### src/hw/rtl/btpc_pkg.sv
package btpc_pkg;

	// sizes of the data path
	localparam int LEVEL_BITS    = 16;
	localparam int POSITION_BITS = 16;
	localparam int FRAC_BITS     = 16;

	localparam int GAIN_W   = 32;
	localparam int RESP_W   = 32;
	localparam int MANUAL_W = 17;
	localparam int CMD_W    = 2;
	localparam int USER_W   = CMD_W + 1;

	// divider / serial multiplier sizes
	localparam int SUM_W  = LEVEL_BITS + 1;
	localparam int REM_W  = SUM_W + 1;
	localparam int Q_W    = FRAC_BITS + 1;
	localparam int CNT_W  = $clog2(Q_W);
	localparam int PROD_W = GAIN_W + Q_W;
	localparam int MAG_W  = PROD_W - FRAC_BITS;

	// gain after reset is 1.0
	localparam logic [GAIN_W-1:0] GAIN_RESET = GAIN_W'(1) << FRAC_BITS;

	// stream packing
	localparam int IN_W      = MANUAL_W + 4 * LEVEL_BITS;
	localparam int S_TDATA_W = ((IN_W + 7) / 8) * 8;
	localparam int OFS_MAN   = 0;
	localparam int OFS_HP    = OFS_MAN + MANUAL_W;
	localparam int OFS_HM    = OFS_HP + LEVEL_BITS;
	localparam int OFS_VP    = OFS_HM + LEVEL_BITS;
	localparam int OFS_VM    = OFS_VP + LEVEL_BITS;
	localparam int OUT_W     = 2 * RESP_W + 2 * POSITION_BITS;
	localparam int M_TDATA_W = ((OUT_W + 7) / 8) * 8;

	typedef enum logic [CMD_W-1:0] {
		CMD_TRACK = 2'd0,
		CMD_CHECK = 2'd1,
		CMD_SET   = 2'd2,
		CMD_ADD   = 2'd3
	} cmd_t;

	// request into the shared axis unit
	typedef struct packed {
		logic                  start;
		logic [LEVEL_BITS-1:0] plus;
		logic [LEVEL_BITS-1:0] minus;
	} div_req_t;

	// result out of the shared axis unit
	typedef struct packed {
		logic                     done;
		logic signed [RESP_W-1:0] resp;
	} div_res_t;

endpackage

### src/hw/rtl/btpc_axis_unit.sv
// One axis response: restoring divide (n-p)/(p+n), one quotient bit per cycle,
// MSB first, folded straight into a shift-add multiply by |gain|.
module btpc_axis_unit (
	input  logic                                 clk,
	input  logic                                 arst_n,
	input  btpc_pkg::div_req_t                   req,
	input  logic signed [btpc_pkg::GAIN_W-1:0]   gain,
	output btpc_pkg::div_res_t                   res
);

	typedef enum logic [1:0] {
		ST_IDLE,
		ST_RUN,
		ST_FIN
	} state_t;

	state_t                            state_q;
	logic [btpc_pkg::CNT_W-1:0]        cnt_q;
	logic                              done_q;
	logic [btpc_pkg::REM_W-1:0]        rem_q;
	logic [btpc_pkg::SUM_W-1:0]        sum_q;
	logic [btpc_pkg::GAIN_W-1:0]       gmag_q;
	logic [btpc_pkg::PROD_W-1:0]       acc_q;
	logic                              neg_q;
	logic signed [btpc_pkg::RESP_W-1:0] resp_q;

	logic                              qbit;
	logic [btpc_pkg::REM_W-1:0]        rem_sub;
	logic [btpc_pkg::REM_W-1:0]        rem_next;
	logic [btpc_pkg::PROD_W-1:0]       acc_next;
	logic [btpc_pkg::SUM_W-1:0]        ld_sum;
	logic [btpc_pkg::LEVEL_BITS-1:0]   ld_diff;
	logic [btpc_pkg::MAG_W-1:0]        mag;
	logic [btpc_pkg::MAG_W-1:0]        mag_neg;
	logic signed [btpc_pkg::RESP_W-1:0] resp_fin;

	// operand load
	assign ld_sum  = btpc_pkg::SUM_W'(req.plus) + btpc_pkg::SUM_W'(req.minus);
	assign ld_diff = (req.plus >= req.minus) ? req.plus - req.minus : req.minus - req.plus;

	// one divide step; a zero sum yields a zero quotient
	assign qbit     = (sum_q != '0) && (rem_q >= btpc_pkg::REM_W'(sum_q));
	assign rem_sub  = qbit ? rem_q - btpc_pkg::REM_W'(sum_q) : rem_q;
	assign rem_next = {rem_sub[btpc_pkg::REM_W-2:0], 1'b0};

	// Horner multiply by |gain| on the quotient bits
	assign acc_next = {acc_q[btpc_pkg::PROD_W-2:0], 1'b0}
		+ (qbit ? btpc_pkg::PROD_W'(gmag_q) : '0);

	// drop fraction, restore sign, saturate a positive result
	assign mag     = acc_q[btpc_pkg::FRAC_BITS +: btpc_pkg::MAG_W];
	assign mag_neg = ~mag + btpc_pkg::MAG_W'(1);

	always_comb begin
		if (neg_q) begin
			resp_fin = mag_neg[btpc_pkg::RESP_W-1:0];
		end else if (mag > btpc_pkg::MAG_W'({1'b0, {(btpc_pkg::RESP_W-1){1'b1}}})) begin
			resp_fin = {1'b0, {(btpc_pkg::RESP_W-1){1'b1}}};
		end else begin
			resp_fin = mag[btpc_pkg::RESP_W-1:0];
		end
	end

	// sequencer
	always_ff @(posedge clk or negedge arst_n) begin
		if (!arst_n) begin
			state_q <= ST_IDLE;
			cnt_q   <= '0;
			done_q  <= 1'b0;
		end else begin
			done_q <= (state_q == ST_FIN);
			case (state_q)
				ST_IDLE: begin
					if (req.start) begin
						state_q <= ST_RUN;
						cnt_q   <= '0;
					end
				end
				ST_RUN: begin
					cnt_q <= cnt_q + btpc_pkg::CNT_W'(1);
					if (cnt_q == btpc_pkg::CNT_W'(btpc_pkg::Q_W - 1)) begin
						state_q <= ST_FIN;
					end
				end
				ST_FIN: begin
					state_q <= ST_IDLE;
				end
				default: state_q <= ST_IDLE;
			endcase
		end
	end

	// data path
	always_ff @(posedge clk) begin
		if (state_q == ST_IDLE && req.start) begin
			rem_q  <= btpc_pkg::REM_W'(ld_diff);
			sum_q  <= ld_sum;
			acc_q  <= '0;
			gmag_q <= gain[btpc_pkg::GAIN_W-1] ? ~gain + btpc_pkg::GAIN_W'(1) : gain;
			neg_q  <= gain[btpc_pkg::GAIN_W-1] ^ (req.plus > req.minus);
		end else if (state_q == ST_RUN) begin
			rem_q <= rem_next;
			acc_q <= acc_next;
		end
		if (state_q == ST_FIN) begin
			resp_q <= resp_fin;
		end
	end

	assign res.done = done_q;
	assign res.resp = resp_q;

	// a request only lands on an idle unit
	a_start_idle: assert property (@(posedge clk) disable iff (!arst_n)
		req.start |-> state_q == ST_IDLE)
		else $error("axis unit started while busy");

	// fixed latency from request to result
	a_latency: assert property (@(posedge clk) disable iff (!arst_n)
		(req.start && state_q == ST_IDLE) |-> ##(btpc_pkg::Q_W + 2) done_q)
		else $error("axis unit result late");

	// quotient never exceeds 1.0
	a_quot_range: assert property (@(posedge clk) disable iff (!arst_n)
		(state_q == ST_RUN) |-> rem_q < {sum_q, 1'b0} || sum_q == '0)
		else $error("divide remainder out of range");

endmodule

### src/hw/rtl/btpc_pos.sv
// Mirror position registers and their update for all four commands.
module btpc_pos (
	input  logic                                     clk,
	input  logic                                     arst_n,
	input  logic                                     upd,
	input  btpc_pkg::cmd_t                           cmd,
	input  logic                                     axis,
	input  logic signed [btpc_pkg::MANUAL_W-1:0]     manual,
	input  logic signed [btpc_pkg::RESP_W-1:0]       hr,
	input  logic signed [btpc_pkg::RESP_W-1:0]       vr,
	output logic [btpc_pkg::POSITION_BITS-1:0]       hpos_next,
	output logic [btpc_pkg::POSITION_BITS-1:0]       vpos_next
);

	localparam int STEP_W = btpc_pkg::RESP_W + 1 - btpc_pkg::FRAC_BITS;
	localparam int ADD_A  = (btpc_pkg::POSITION_BITS + 1 > STEP_W) ?
		btpc_pkg::POSITION_BITS + 1 : STEP_W;
	localparam int ADD_B  = (ADD_A > btpc_pkg::MANUAL_W) ? ADD_A : btpc_pkg::MANUAL_W;
	localparam int ADD_W  = ADD_B + 1;
	localparam int T_W    = btpc_pkg::RESP_W + 1;

	// (resp + half) / one, truncated toward zero
	function automatic logic signed [STEP_W-1:0] step_of(input logic signed [btpc_pkg::RESP_W-1:0] r);
		logic signed [T_W-1:0]    t;
		logic signed [STEP_W-1:0] q;
		t = T_W'(r) + (T_W'(1) << (btpc_pkg::FRAC_BITS - 1));
		q = t[T_W-1:btpc_pkg::FRAC_BITS];
		if (t[T_W-1] && t[btpc_pkg::FRAC_BITS-1:0] != '0) begin
			q = q + STEP_W'(1);
		end
		return q;
	endfunction

	// saturate to the position range
	function automatic logic [btpc_pkg::POSITION_BITS-1:0] clamp(input logic signed [ADD_W-1:0] v);
		logic [btpc_pkg::POSITION_BITS-1:0] c;
		if (v[ADD_W-1]) begin
			c = '0;
		end else if (v > ADD_W'({btpc_pkg::POSITION_BITS{1'b1}})) begin
			c = '1;
		end else begin
			c = v[btpc_pkg::POSITION_BITS-1:0];
		end
		return c;
	endfunction

	logic [btpc_pkg::POSITION_BITS-1:0] hpos_q;
	logic [btpc_pkg::POSITION_BITS-1:0] vpos_q;
	logic signed [ADD_W-1:0]            h_ext;
	logic signed [ADD_W-1:0]            v_ext;
	logic signed [ADD_W-1:0]            man_ext;
	logic signed [ADD_W-1:0]            sel_ext;
	logic [btpc_pkg::POSITION_BITS-1:0] manual_pos;

	assign h_ext   = ADD_W'({1'b0, hpos_q});
	assign v_ext   = ADD_W'({1'b0, vpos_q});
	assign man_ext = ADD_W'(manual);
	assign sel_ext = axis ? v_ext : h_ext;

	// next positions
	always_comb begin
		hpos_next  = hpos_q;
		vpos_next  = vpos_q;
		manual_pos = clamp(man_ext);
		case (cmd)
			btpc_pkg::CMD_TRACK: begin
				hpos_next = clamp(h_ext + ADD_W'(step_of(hr)));
				vpos_next = clamp(v_ext + ADD_W'(step_of(vr)));
			end
			btpc_pkg::CMD_CHECK: begin
			end
			btpc_pkg::CMD_SET, btpc_pkg::CMD_ADD: begin
				if (cmd == btpc_pkg::CMD_ADD) begin
					manual_pos = clamp(sel_ext + man_ext);
				end
				if (axis) begin
					vpos_next = manual_pos;
				end else begin
					hpos_next = manual_pos;
				end
			end
			default: begin
			end
		endcase
	end

	// position state
	always_ff @(posedge clk or negedge arst_n) begin
		if (!arst_n) begin
			hpos_q <= '0;
			vpos_q <= '0;
		end else if (upd) begin
			hpos_q <= hpos_next;
			vpos_q <= vpos_next;
		end
	end

	// check mode leaves both mirrors alone
	a_check_hold: assert property (@(posedge clk) disable iff (!arst_n)
		(upd && cmd == btpc_pkg::CMD_CHECK) |=> $stable(hpos_q) && $stable(vpos_q))
		else $error("check command moved a mirror");

	// set/add on the vertical mirror leaves the horizontal mirror alone
	a_other_hold: assert property (@(posedge clk) disable iff (!arst_n)
		(upd && (cmd == btpc_pkg::CMD_SET || cmd == btpc_pkg::CMD_ADD) && axis)
		|=> $stable(hpos_q))
		else $error("manual command moved the other mirror");

endmodule

### src/hw/rtl/beam_tracking_p_controller.sv
// Track/check: after accept the shared axis unit resolves the horizontal, then the
// vertical response, one quotient bit per cycle for each axis in turn, and the result
// is registered in ST_UPDATE; set/add go straight from accept to ST_UPDATE. A new
// request is accepted only once the previous one has left ST_UPDATE.
// A result waiting on m_tready holds back the next update, not the next accept.
// Reset (arst_n low, asynchronous): mirrors at 0, gain 1.0, no result pending.
module beam_tracking_p_controller (
	input  logic                               clk,
	input  logic                               arst_n,
	input  logic                               s_tvalid,
	output logic                               s_tready,
	// manual_value, horiz_plus_level, horiz_minus_level, vert_plus_level,
	// vert_minus_level, zero pad
	input  logic [btpc_pkg::S_TDATA_W-1:0]     s_tdata,
	// command, axis
	input  logic [btpc_pkg::USER_W-1:0]        s_tuser,
	output logic                               m_tvalid,
	input  logic                               m_tready,
	// horiz_response, vert_response, horiz_position_out, vert_position_out
	output logic [btpc_pkg::M_TDATA_W-1:0]     m_tdata,
	input  logic                               cfg_valid,
	output logic                               cfg_ready,
	input  logic [btpc_pkg::GAIN_W-1:0]        cfg_data
);

	typedef enum logic [2:0] {
		ST_IDLE,
		ST_HSTART,
		ST_HWAIT,
		ST_VSTART,
		ST_VWAIT,
		ST_UPDATE
	} state_t;

	state_t                                 state_q;
	logic                                   m_tvalid_q;
	logic [btpc_pkg::M_TDATA_W-1:0]         m_tdata_q;
	logic signed [btpc_pkg::GAIN_W-1:0]     gain_q;

	btpc_pkg::cmd_t                         cmd_q;
	logic                                   axis_q;
	logic signed [btpc_pkg::MANUAL_W-1:0]   manual_q;
	logic [btpc_pkg::LEVEL_BITS-1:0]        hp_q;
	logic [btpc_pkg::LEVEL_BITS-1:0]        hm_q;
	logic [btpc_pkg::LEVEL_BITS-1:0]        vp_q;
	logic [btpc_pkg::LEVEL_BITS-1:0]        vm_q;
	logic signed [btpc_pkg::RESP_W-1:0]     hr_q;
	logic signed [btpc_pkg::RESP_W-1:0]     vr_q;

	btpc_pkg::div_req_t                     req;
	btpc_pkg::div_res_t                     res;
	logic                                   in_fire;
	logic                                   out_free;
	logic                                   upd;
	logic                                   manual_cmd;
	logic [btpc_pkg::POSITION_BITS-1:0]     hpos_next;
	logic [btpc_pkg::POSITION_BITS-1:0]     vpos_next;

	assign s_tready   = (state_q == ST_IDLE);
	assign in_fire    = s_tvalid && s_tready;
	assign out_free   = !m_tvalid_q || m_tready;
	assign upd        = (state_q == ST_UPDATE) && out_free;
	assign manual_cmd = s_tuser[btpc_pkg::CMD_W-1];
	assign cfg_ready  = 1'b1;
	assign m_tvalid   = m_tvalid_q;
	assign m_tdata    = m_tdata_q;

	// axis unit request: horizontal first, then vertical
	always_comb begin
		req.start = (state_q == ST_HSTART) || (state_q == ST_VSTART);
		req.plus  = (state_q == ST_HSTART) ? hp_q : vp_q;
		req.minus = (state_q == ST_HSTART) ? hm_q : vm_q;
	end

	btpc_axis_unit u_axis (
		.clk    (clk),
		.arst_n (arst_n),
		.req    (req),
		.gain   (gain_q),
		.res    (res)
	);

	btpc_pos u_pos (
		.clk       (clk),
		.arst_n    (arst_n),
		.upd       (upd),
		.cmd       (cmd_q),
		.axis      (axis_q),
		.manual    (manual_q),
		.hr        (hr_q),
		.vr        (vr_q),
		.hpos_next (hpos_next),
		.vpos_next (vpos_next)
	);

	// control and registered outputs
	always_ff @(posedge clk or negedge arst_n) begin
		if (!arst_n) begin
			state_q    <= ST_IDLE;
			m_tvalid_q <= 1'b0;
			gain_q     <= btpc_pkg::GAIN_RESET;
		end else begin
			if (cfg_valid && cfg_ready) begin
				gain_q <= cfg_data;
			end
			// result register: loaded on update, cleared once taken
			if (upd) begin
				m_tvalid_q <= 1'b1;
			end else if (m_tvalid_q && m_tready) begin
				m_tvalid_q <= 1'b0;
			end
			case (state_q)
				ST_IDLE: begin
					if (in_fire) begin
						state_q <= manual_cmd ? ST_UPDATE : ST_HSTART;
					end
				end
				ST_HSTART: state_q <= ST_HWAIT;
				ST_HWAIT: begin
					if (res.done) begin
						state_q <= ST_VSTART;
					end
				end
				ST_VSTART: state_q <= ST_VWAIT;
				ST_VWAIT: begin
					if (res.done) begin
						state_q <= ST_UPDATE;
					end
				end
				ST_UPDATE: begin
					if (out_free) begin
						state_q <= ST_IDLE;
					end
				end
				default: state_q <= ST_IDLE;
			endcase
		end
	end

	// request capture, responses, result payload
	always_ff @(posedge clk) begin
		if (in_fire) begin
			cmd_q    <= btpc_pkg::cmd_t'(s_tuser[btpc_pkg::CMD_W-1:0]);
			axis_q   <= s_tuser[btpc_pkg::CMD_W];
			manual_q <= s_tdata[btpc_pkg::OFS_MAN +: btpc_pkg::MANUAL_W];
			hp_q     <= s_tdata[btpc_pkg::OFS_HP +: btpc_pkg::LEVEL_BITS];
			hm_q     <= s_tdata[btpc_pkg::OFS_HM +: btpc_pkg::LEVEL_BITS];
			vp_q     <= s_tdata[btpc_pkg::OFS_VP +: btpc_pkg::LEVEL_BITS];
			vm_q     <= s_tdata[btpc_pkg::OFS_VM +: btpc_pkg::LEVEL_BITS];
			// manual commands report zero responses
			hr_q     <= '0;
			vr_q     <= '0;
		end
		if (state_q == ST_HWAIT && res.done) begin
			hr_q <= res.resp;
		end
		if (state_q == ST_VWAIT && res.done) begin
			vr_q <= res.resp;
		end
		if (upd) begin
			m_tdata_q <= btpc_pkg::M_TDATA_W'({vpos_next, hpos_next, vr_q, hr_q});
		end
	end

	// manual commands leave both response fields zero
	a_manual_zero: assert property (@(posedge clk) disable iff (!arst_n)
		(upd && (cmd_q == btpc_pkg::CMD_SET || cmd_q == btpc_pkg::CMD_ADD))
		|=> m_tdata[2*btpc_pkg::RESP_W-1:0] == '0)
		else $error("nonzero response on manual command");

endmodule

### config.mk
export PLATFORM = sky130hd
export DESIGN_NAME = beam_tracking_p_controller
export DESIGN_NICKNAME = d
export VERILOG_FILES = /design/src/hw/rtl/btpc_pkg.sv /design/src/hw/rtl/btpc_axis_unit.sv /design/src/hw/rtl/btpc_pos.sv /design/src/hw/rtl/beam_tracking_p_controller.sv
export SDC_FILE = /design/constraint.sdc
export NUM_CORES = 1
export LEC_CHECK = 0
export BUFFER_PORTS_ARGS = -buffer_cell sky130_fd_sc_hd__buf_4
export CAP_MARGIN = 20
export CORE_ASPECT_RATIO = 0.7
export CORE_MARGIN = 3
export CORE_UTILIZATION = 44
export CTS_CLUSTER_DIAMETER = 60
export CTS_CLUSTER_SIZE = 25
export DETAILED_ROUTE_END_ITERATION = 16
export PLACE_DENSITY = 0.66
export SLEW_MARGIN = 25
export SYNTH_ARGS = -nofsm -noshare
export SYNTH_HDL_FRONTEND = slang
export SYNTH_SLANG_ARGS = --single-unit
### constraint.sdc
create_clock -name clk -period 6.83 [get_ports clk]
set_clock_uncertainty 0.15 [all_clocks]
set_input_delay 0.3415 -clock clk [delete_from_list [all_inputs] [get_ports clk]]
set_output_delay 0.3415 -clock clk [all_outputs]
set_load 0.05 [all_outputs]
==> reports/qor.csv, run 1 <==
stage,metric,value,unit
timing,timing.final.ws_setup,0.588,ns
layout,multiInputGateArea,13200,um^2
worst_setup_path,cp_slowest_cell,nor4_1,
floorplanning,die_height,214,um
cts,htreeDepth,2,
pwr,p_clk_frac,0.157,
synth,syn-num-nets,2887,
pwr,power.share.combinational,0.526,
layout,seq_area,13200,um^2
synth,synth-compound-area-share,0.137,
timing,post-route-min-period,6.24,ns
synth,synth_top_flop_cell,edfxtp_1,
synth,synth_top_cell_by_area,edfxtp_1,
routing,vias,21200,
status,status,"finished, final reports clean",
pwr,switching_power,6610,uW
synth,yosysMostFrequentCell,edfxtp_1,
synth,yosys-top-cells-area,"edfxtp_1, ha_1, dfrtp_1, xnor2_1, dfxtp_1",
synth,synth_area_per_cell,10.5,um^2
synth,syn-cell-area,27200,um^2
pwr,p_leak,0.0128,uW
layout,nets,3172,
hold_path,min_path_type,in -> async,
placed_design,placement.cell_area,29600,um^2
synth,postSynthCellCount,2599,
floorplanning,die_area,65000,um^2
worst_setup_path,critPathRequiredTime,7.11,ns
worst_setup_path,crit_fanout,31,
layout,drive_gt1_frac,0.149,
grt,grt_max_degree,70,
timing,timing.final.crit_share,0.914,
grt,grt_pass1_vias,20300,
cts,clock_sinks,469,
timing,maxSlewHeadroom,0.354,
cts,clk_latency,0.59,ns
grt,grt-ovfl-total,0,
synth,synth_xor_area_frac,0.0695,
synth,synth_mux_area_frac,0.0486,
worst_setup_path,worstSetupStartpointType,register,
floorplanning,row_count,75,
timing,tns,0,ns
synth,synthTopCellsByCount,"edfxtp_1, nand2_1, nor2_1",
cts,postCtsSetupBuffers,0,
pwr,ir_worst_vdd,0.232,mV
pwr,swShare,0.443,
timing,rsz0062_at_grt,false,
placed_design,io_buffers,218,
routing,drt_iter0_markers,1861,
timing,slew_viol_final,0,
synth,yosys.area_share.simple,0.152,
routing,post_drt_wl_per_cell,19.6,um
grt,grt_usage,0.221,
grt,grt_pass1_wl,114000,um
routing,firstDrtPassIters,5,
pwr,power_frac_seq,0.317,
cts,clock_path_buffers,3,
pwr,powerDensity,465,nW/um^2
routing,wirelength,73100,um
layout,finish.instance_area,32100,um^2
worst_setup_path,path_class,reg -> reg,
synth,synthAdderAreaFrac,0.0757,
floorplanning,die_x,303,um
synth,ys_types,95,
run,drv_cap,0,
timing,finalHoldViolations,0,
layout,n_antenna_cell,0,
synth,synthArstFlopShare,0.162,
worst_setup_path,cp-end-kind,register,
synth,ys_warn_count,0,
worst_setup_path,cp_num_buf_inv,2,
timing,final-setup-viol-count,0,
synth,synth_top_family_by_area,simple AND/OR/NAND/NOR gates,
routing,antenna_left,0,
routing,drt-vias-per-instance,5.69,
worst_setup_path,cp_num_cells,25,
pwr,p_int,8320,uW
worst_setup_path,arrival,6.52,ns
layout,syn2layout_area_growth,18.0,%
layout,fillers,5212,
cts,numCtsBuffers,37,
timing,tightest_slew,0.956,ns
synth,seq_area_frac_synth,0.484,
floorplanning,core_area,60500,um^2
placed_design,place.gp.congestion,0.931,
synth,synth-seq-cells,469,
placed_design,dpl.hpwl,54200,um
cts,clk_pin_slew_worst_paths,0.09,ns
synth,synth_edf_count,342,
floorplanning,start_util,0.450,
worst_setup_path,path_delay_family,compound AO/OA/AOI/OAI gates,
placed_design,dp.cells,3534,
grt,grt_antenna_before_repair,0,
cts,cts_root_buffer,clkbuf_16,
cts,cts_tree,built,
placed_design,dp_slack,0.448,ns
layout,stdcell_count,3720,
floorplanning,boundaryPins,227,
timing,max_freq,160,MHz
routing,drc,0,
synth,synth_top_area_frac,0.377,
worst_setup_path,slowest_delay,0.54,ns
worst_setup_path,reg2reg_depth,25,
power groups by stage:
stage | registers, uW | logic, uW | clock network, uW
after global routing | 4810 | 8680 | 2520
after detailed placement | 4780 | 7670 | 0
final | 4730 | 7850 | 2350
after global placement | 4750 | 7520 | 0
after floorplan | 4700 | 5700 | 0
after CTS | 4720 | 7770 | 2400
layout by cell type (no fill, tap or decap), types with 37 or more instances in the layout:
cell type | synthesis | layout
inv_1 | 109 | 106
dfxtp_1 | 51 | 51
dlygate4sd3_1 | 0 | 118
nor2_1 | 165 | 165
nand3_1 | 84 | 84
clkbuf_16 | 0 | 37
edfxtp_1 | 342 | 342
xnor2_1 | 144 | 144
dfrtp_1 | 75 | 74
and3_1 | 78 | 78
mux2_2 | 85 | 85
xor2_1 | 72 | 72
buf_4 | 1 | 242
nor2b_1 | 40 | 38
a21oi_1 | 122 | 122
o21ai_0 | 135 | 135
ha_1 | 152 | 152
nand2_1 | 244 | 244
nor3_1 | 46 | 46
a21o_1 | 44 | 44
stage by stage:
stage,util,total power (uW),hold WS (ns)
final,0.531,14900,0.0355
after global routing,0.531,16000,0.0566
after CTS,0.531,14900,0.0150
after detailed placement,0.490,12500,0.108
after global placement,0.490,12300,0.100
after floorplan,-,10400,-0.104
registers in the layout, summed over array words and instances (netlist names), 16 cells and up:
name	flops
m_tdata	96
u_axis.acc_q	49
gain_q	32
hr_q	32
u_axis.gmag_q	32
u_axis.resp_q	32
vr_q	32
u_axis.rem_q	18
manual_q	17
u_axis.sum_q	17
hm_q	16
hp_q	16
u_pos.hpos_q	16
u_pos.vpos_q	16
vm_q	16
vp_q	16
repair_timing:
| action | 4_1_cts | 5_1_grt |
|---|---|---|
| endpoints found under the setup margin | 0 | 8 |
| endpoints found under the hold margin | 139 | 0 |
| hold buffers | 118 | 0 |
| resized for setup | 0 | 2 |
final timing paths:
path / from / endpoint / slack, ns
hold reg to reg: vr_q[6] / m_tdata[38] / 0.31
setup reg to reg: u_axis.rem_q[2] / u_axis.acc_q[45] / 0.59
setup / recovery: u_axis.rem_q[2] / u_axis.acc_q[45] / 0.59
max in group asynchronous: arst_n / u_pos.vpos_q[4] / 5.36
min in group clk: cfg_valid / gain_q[1] / 0.08
hold / removal: arst_n / gain_q[11] / 0.04
metal layers:
metal,global-route usage,routed length [um]
met5,0,0
met2,0.327,31500
met4,0.0462,1270
met3,0.0314,5560
met1,0.342,34800
layout make-up:
class                   instances  area share
repair buffers                361      0.0937
multi-input cells            1904       0.411
flip-flops and latches        469       0.410
inverters                     111      0.0131
well taps                     808      0.0314
clock buffers                  39      0.0293
clock inverters                28      0.0114
logic make-up after synthesis:
kind of cell | after synthesis
simple gates | 834
compound gates | 574
flops | 469
buf+inv | 226
xor+xnor | 216
fa+ha+maj | 160
mux | 119
other cells | 1
Note: power is estimated with default switching activity, not from simulation.
==> run 2: changes to the inputs <==
--- a/config.mk
+++ b/config.mk
@@ -17,4 +17,5 @@
 export SLEW_MARGIN = 25
 export SYNTH_ARGS = -nofsm -noshare
 export SYNTH_HDL_FRONTEND = slang
+export SYNTH_HIERARCHICAL = 1
 export SYNTH_SLANG_ARGS = --single-unit
==> run 2 against run 1 <==
Highest routed layer is now met5. Core utilization is essentially flat. Critical endpoint is now u_axis/acc_q[41]. Flip-flop and latch count is the same. Largest power group unchanged. Largest cell class unchanged. Sequential power grew 3%.
==> reports/qor.csv, run 2 <==
stage,metric,value,unit
synth,syn-num-nets,2988,
grt,grt_usage,0.216,
synth,synth-seq-cells,469,
layout,layout_commonest_cell,edfxtp_1,
worst_setup_path,cp_slowest_cell,nor4bb_1,
routing,wirelength,74000,um
cts,cts_hold_buf,120,
worst_setup_path,worstSetupStartpointType,register,
layout,drive_gt1_frac,0.136,
grt,grt-ovfl-total,0,
timing,max_freq,164,MHz
floorplanning,row_count,76,
pwr,power.share.combinational,0.524,
layout,largest_reg_flops,96,
pwr,powerDensity,469,nW/um^2
routing,vias,22000,
pwr,finalPower,15500,uW
synth,synth_top_cell_by_area,edfxtp_1,
timing,tightest_slew,1.09,ns
routing,drt_iter0_markers,1759,
routing,drc,0,
worst_setup_path,arrival,6.41,ns
pwr,p_leak,0.0132,uW
timing,finalHoldViolations,0,
cts,numCtsBuffers,39,
timing,post-route-min-period,6.10,ns
hold_path,min_path_type,in -> async,
timing,timing.final.crit_share,0.893,
grt,grt_pass1_vias,21300,
grt,grt_pass1_wl,117000,um
routing,antenna_left,0,
layout,layout_common_cells,"edfxtp_1, buf_4, nand2_1",
floorplanning,die_height,218,um
routing,post_drt_wl_per_cell,19.3,um
synth,seq_area_frac_synth,0.468,
synth,synth_edf_count,342,
pwr,ir_worst_vdd,0.256,mV
status,status,"finished, final reports clean",
placed_design,dpl.hpwl,53400,um
floorplanning,die_area,67200,um^2
floorplanning,boundaryPins,227,
timing,final-setup-viol-count,0,
synth,ys_warn_count,6,
cts,cts_tree,built,
grt,grt_max_degree,71,
timing,slew_viol_final,0,
timing,maxSlewHeadroom,0.272,
placed_design,place.gp.congestion,0.895,
worst_setup_path,crit_fanout,32,
cts,postCtsSetupBuffers,0,
layout,fin_util,0.531,
synth,synth_area_per_cell,10.4,um^2
cts,clk_pin_slew_worst_paths,0.09,ns
cts,htreeDepth,2,
worst_setup_path,critPathRequiredTime,7.14,ns
synth,synthArstFlopShare,0.162,
cts,clk_latency,0.60,ns
synth,synthTopCellsByCount,"edfxtp_1, nand2_1, o21ai_0",
synth,synth_top_area_frac,0.364,
floorplanning,die_x,309,um
cts,clock_path_buffers,3,
pwr,swShare,0.449,
synth,postSynthCellCount,2699,
synth,yosys-top-cells-area,"edfxtp_1, ha_1, dfrtp_1, xnor2_1, dfxtp_1",
layout,nets,3267,
worst_setup_path,crit_chain,ha_1 > a21o_1 > a311o_1 > o21ai_0 > nor4bb_1 > nor2_4 > buf_4 > and2_1 > ha_1 > fa_1 > a21o_1 > a311o_1 > o221ai_1 > o211ai_1 > o2111a_1 > o31ai_1 > nor2_1 > xnor2_1 > o21ai_0,
floorplanning,start_util,0.451,
synth,synth_top_flop_cell,edfxtp_1,
run,drv_cap,0,
grt,grt_antenna_before_repair,5,
cts,clock_sinks,469,
worst_setup_path,reg2reg_slack,0.73,ns
worst_setup_path,cp-end-kind,register,
worst_setup_path,path_class,reg -> reg,
placed_design,io_buffers,218,
worst_setup_path,slowest_delay,0.70,ns
pwr,power_frac_seq,0.313,
timing,rsz0062_at_grt,false,
cts,cts_root_buffer,clkbuf_16,
synth,yosysMostFrequentCell,edfxtp_1,
layout,syn2layout_area_growth,17.6,%
routing,firstDrtPassIters,5,
routing,drt-vias-per-instance,5.75,
pwr,switching_power,6970,uW
floorplanning,core_area,62500,um^2
synth,ys_types,99,
synth,syn-cell-area,28200,um^2
cts,ctsResizeCount,0,
pwr,p_clk_frac,0.163,
timing,tns,0,ns
pwr,p_int,8570,uW
## run 2: changes by cell type after synthesis, moves of 28 or more
cell     change
and2_1      +75
o21ai_0     +64
and3_1      -59
a21oi_1     +37
mux2_1      +31
nand3_1     -30
mux2_2      -28
## run 2: power by group through the flow
stage	combinational (uW)	clock, uW	sequential (uW)
floorplan	5910	0	4860
global placement	7770	0	4880
detailed placement	7970	0	4910
CTS	8070	2610	4850
global route	8990	2710	4960
finish	8140	2530	4870
## run 2: through the flow
step | worst slack [ns] | instance area, um^2 | hold slack [ns] | cells
final | 0.728 | 33200 | 0.0912 | 3827
after global placement | 0.951 | 30500 | 0.0642 | 3635
after CTS | 0.743 | 33100 | 0.0474 | 3824
after global routing | 0.283 | 33200 | 0.0807 | 3827
after detailed placement | 0.779 | 30500 | 0.0702 | 3635
after floorplan | 1.56 | 28200 | -0.104 | 2699
## run 2: path summary, 6_finish.rpt
path,start,endpoint,cells past startpoint
max,u_axis/rem_q[5],u_axis/acc_q[41],19
min,arst_n,gain_q[16],2
min reg2reg,vr_q[0],m_tdata[32],0
min in group clk,cfg_valid,gain_q[4],2
max reg2reg,u_axis/rem_q[5],u_axis/acc_q[41],19
max in group asynchronous,arst_n,gain_q[31],3
## run 2: cell families after synthesis
family,count (synthesis),synth area share
AOI/OAI and AO/OA,713,0.165
xor gates and xnor gates,217,0.0679
and+or+nand+nor,778,0.143
other,1,0.000133
muxes,121,0.0469
DFF,469,0.468
buffers and inverters,238,0.0353
adders and majority gates,162,0.0739
## run 2: final cells by class
class | instances | area, um^2
fill | 5396 | 29300
clock buffer | 43 | 1030
tap | 819 | 1020
timing repair buffer | 365 | 3040
multi-input combinational | 1992 | 14000
clock inverter | 26 | 404
inverter | 111 | 418
sequential | 469 | 13200
antenna | 2 | 5.00
## run 2: routing by layer
metal | part of all wire | track usage | vias to the layer above
met5 | 0.00036 | 0 | -
met4 | 0.025 | 0.0615 | 4
li1 | - | - | 10500
met3 | 0.065 | 0.0357 | 121
met1 | 0.46 | 0.313 | 10700
met2 | 0.45 | 0.335 | 713
## run 2: worst max-delay path: cells and delay by family (launching register included)
family	cells	cell delay (ns)
xor+xnor	1	0.15
fa+ha+maj	3	1.02
simple gates	4	1.06
compound gates	10	2.91
flops	1	0.42
buf+inv	1	0.24
==> run 3: changes to the inputs <==
--- a/config.mk
+++ b/config.mk
@@ -7,13 +7,11 @@
 export LEC_CHECK = 0
 export BUFFER_PORTS_ARGS = -buffer_cell sky130_fd_sc_hd__buf_4
 export CAP_MARGIN = 20
-export CORE_ASPECT_RATIO = 0.7
-export CORE_MARGIN = 3
-export CORE_UTILIZATION = 44
+export CORE_UTILIZATION = 61
 export CTS_CLUSTER_DIAMETER = 60
 export CTS_CLUSTER_SIZE = 25
 export DETAILED_ROUTE_END_ITERATION = 16
-export PLACE_DENSITY = 0.66
+export PLACE_DENSITY = 0.85
 export SLEW_MARGIN = 25
 export SYNTH_ARGS = -nofsm -noshare
 export SYNTH_HDL_FRONTEND = slang
==> run 3 against run 2 <==
Global-route usage increased by 8.6 points. Flip-flop and latch count unchanged. Core utilization increased by 19 points. Clock power decreased by 8.3%. Wire length decreased by 2.4%. Sequential power about the same. Power decreased by 1.5%. Cell count decreased by 5.9%. Die area decreased by 30%. Via count increased by 1.5%.
==> reports/qor.csv, run 3 (synthesis gave the netlist of run 2 again) <==
stage,metric,value,unit
cts,cts_hold_buf,120,
grt,grt-ovfl-total,0,
layout,syn2layout_area_growth,16.2,%
floorplanning,die_x,217,um
cts,clock_path_buffers,3,
placed_design,dpl.hpwl,49800,um
layout,layout_commonest_cell,edfxtp_1,
worst_setup_path,cp_slowest_cell,nor4bb_1,
routing,wl_met3,4210,um
worst_setup_path,crit_chain,ha_1 > nor2b_1 > o21ai_0 > a21oi_1 > o21ai_0 > nor4bb_1 > nor2_4 > and2_1 > ha_1 > fa_1 > a21o_1 > a311o_1 > o221ai_1 > o211ai_1 > o2111a_1 > o31ai_1 > nor2_1 > xnor2_1 > o21ai_0,
pwr,finalPower,15300,uW
worst_setup_path,crit_fanout,33,
layout,finish.instance_area,32800,um^2
routing,drt-vias-per-instance,6.20,
routing,antenna_left,0,
layout,stdcell_count,3602,
timing,rsz0062_at_grt,false,
routing,vias,22300,
grt,grt_pass1_vias,21600,
placed_design,io_buffers,218,
worst_setup_path,critPathRequiredTime,7.12,ns
timing,finalHoldViolations,0,
timing,final-setup-viol-count,0,
pwr,p_leak,0.0131,uW
routing,drc,0,
cts,numCtsBuffers,37,
cts,ctsResizeCount,0,
placed_design,dp.cells,3413,
floorplanning,start_util,0.620,
cts,htreeDepth,2,
floorplanning,row_count,78,
pwr,powerDensity,467,nW/um^2
status,status,"finished, final reports clean",
grt,grt_max_degree,70,
floorplanning,boundaryPins,227,
run,drv_cap,0,
worst_setup_path,cp_common_cell,o21ai_0,
worst_setup_path,slowest_delay,0.65,ns
timing,tightest_slew,1.01,ns
floorplanning,core_area,45500,um^2
pwr,ir_worst_vdd,0.330,mV
timing,tns,0,ns
routing,wl_met1,29400,um
layout,n_antenna_cell,0,
worst_setup_path,reg2reg_slack,0.87,ns
routing,wl_met2,36000,um
worst_setup_path,arrival,6.25,ns
timing,maxSlewHeadroom,0.309,
worst_setup_path,reg2reg_from,u_axis/rem_q[2],
floorplanning,die_height,217,um
cts,postCtsSetupBuffers,0,
hold_path,min_path_type,in -> async,
timing,slew_viol_final,0,
grt,grt_antenna_before_repair,0,
grt,grt_usage,0.302,
worst_setup_path,worstSetupStartpointType,register,
routing,post_drt_wl_per_cell,20.1,um
grt,grt_pass1_wl,113000,um
placed_design,place.gp.congestion,0.945,
cts,cts_root_buffer,clkbuf_16,
layout,nets,3262,
layout,drive_gt1_frac,0.136,
routing,drt_iter0_markers,2384,
cts,cts_tree,built,
placed_design,placement.cell_area,30200,um^2
layout,layout_common_cells,"edfxtp_1, buf_4, nand2_1",
layout,largest_reg_flops,96,
routing,routed.top_layer,met4,
timing,max_freq,168,MHz
cts,clk_pin_slew_worst_paths,0.09,ns
routing,firstDrtPassIters,7,
floorplanning,die_area,47100,um^2
worst_setup_path,cp-end-kind,register,
worst_setup_path,path_delay_family,compound AO/OA/AOI/OAI gates,
cts,clk_latency,0.58,ns
cts,clock_sinks,469,
worst_setup_path,path_class,reg -> reg,
routing,wirelength,72200,um
timing,timing.final.crit_share,0.873,
timing,post-route-min-period,5.96,ns
layout,fin_util,0.720,
worst_setup_path,cp_num_buf_inv,0,
worst_setup_path,startpoint,u_axis/rem_q[2],
-- run 3: cell types whose count changed in the layout (fill, tap and decap cells not counted), sizes merged --
cell / change
bufinv: -1
clkinvlp: -2
clkbuf: -6
diode: -2
inv: +4
buf: -3
clkinv: +4
-- run 3: layer usage --
layer,up-vias,GRT usage
met2,946,0.527
met4,0,0.111
li1,10500,-
met5,-,0
met3,163,0.0349
met1,10700,0.387
-- run 3: power by group --
part | internal (uW) | switching (uW) | total [uW]
Clock | 1130 | 1190 | 2320
Sequential | 4100 | 759 | 4860
Combinational | 3180 | 4940 | 8120
Total | 8410 | 6890 | 15300
-- run 3: metrics by stage --
stage                     hold slack (ns)  setup slack (ns)
after floorplan                    -0.104              1.56
after global placement             0.0606              1.00
after detailed placement           0.0595             0.926
after CTS                          0.0648             0.877
after global routing                0.111             0.401
final                              0.0975             0.869
-- run 3: worst paths after layout --
path | endpoint | depth (start not counted)
max in group asynchronous | gain_q[31] | 3
max | u_axis/acc_q[41] | 19
min | gain_q[16] | 2
max reg2reg | u_axis/acc_q[41] | 19
min in group clk | gain_q[5] | 2
min reg2reg | m_tdata[42] | 0
-- run 3: layout make-up --
| class | count | area [um^2] |
|---|---|---|
| clock buffers | 37 | 926 |
| clock inverters | 31 | 399 |
| fillers | 3183 | 12700 |
| inverters | 111 | 418 |
| multi-input cells | 1992 | 14000 |
| flip-flops and latches | 469 | 13200 |
| well taps | 600 | 751 |
| repair buffers | 362 | 3020 |
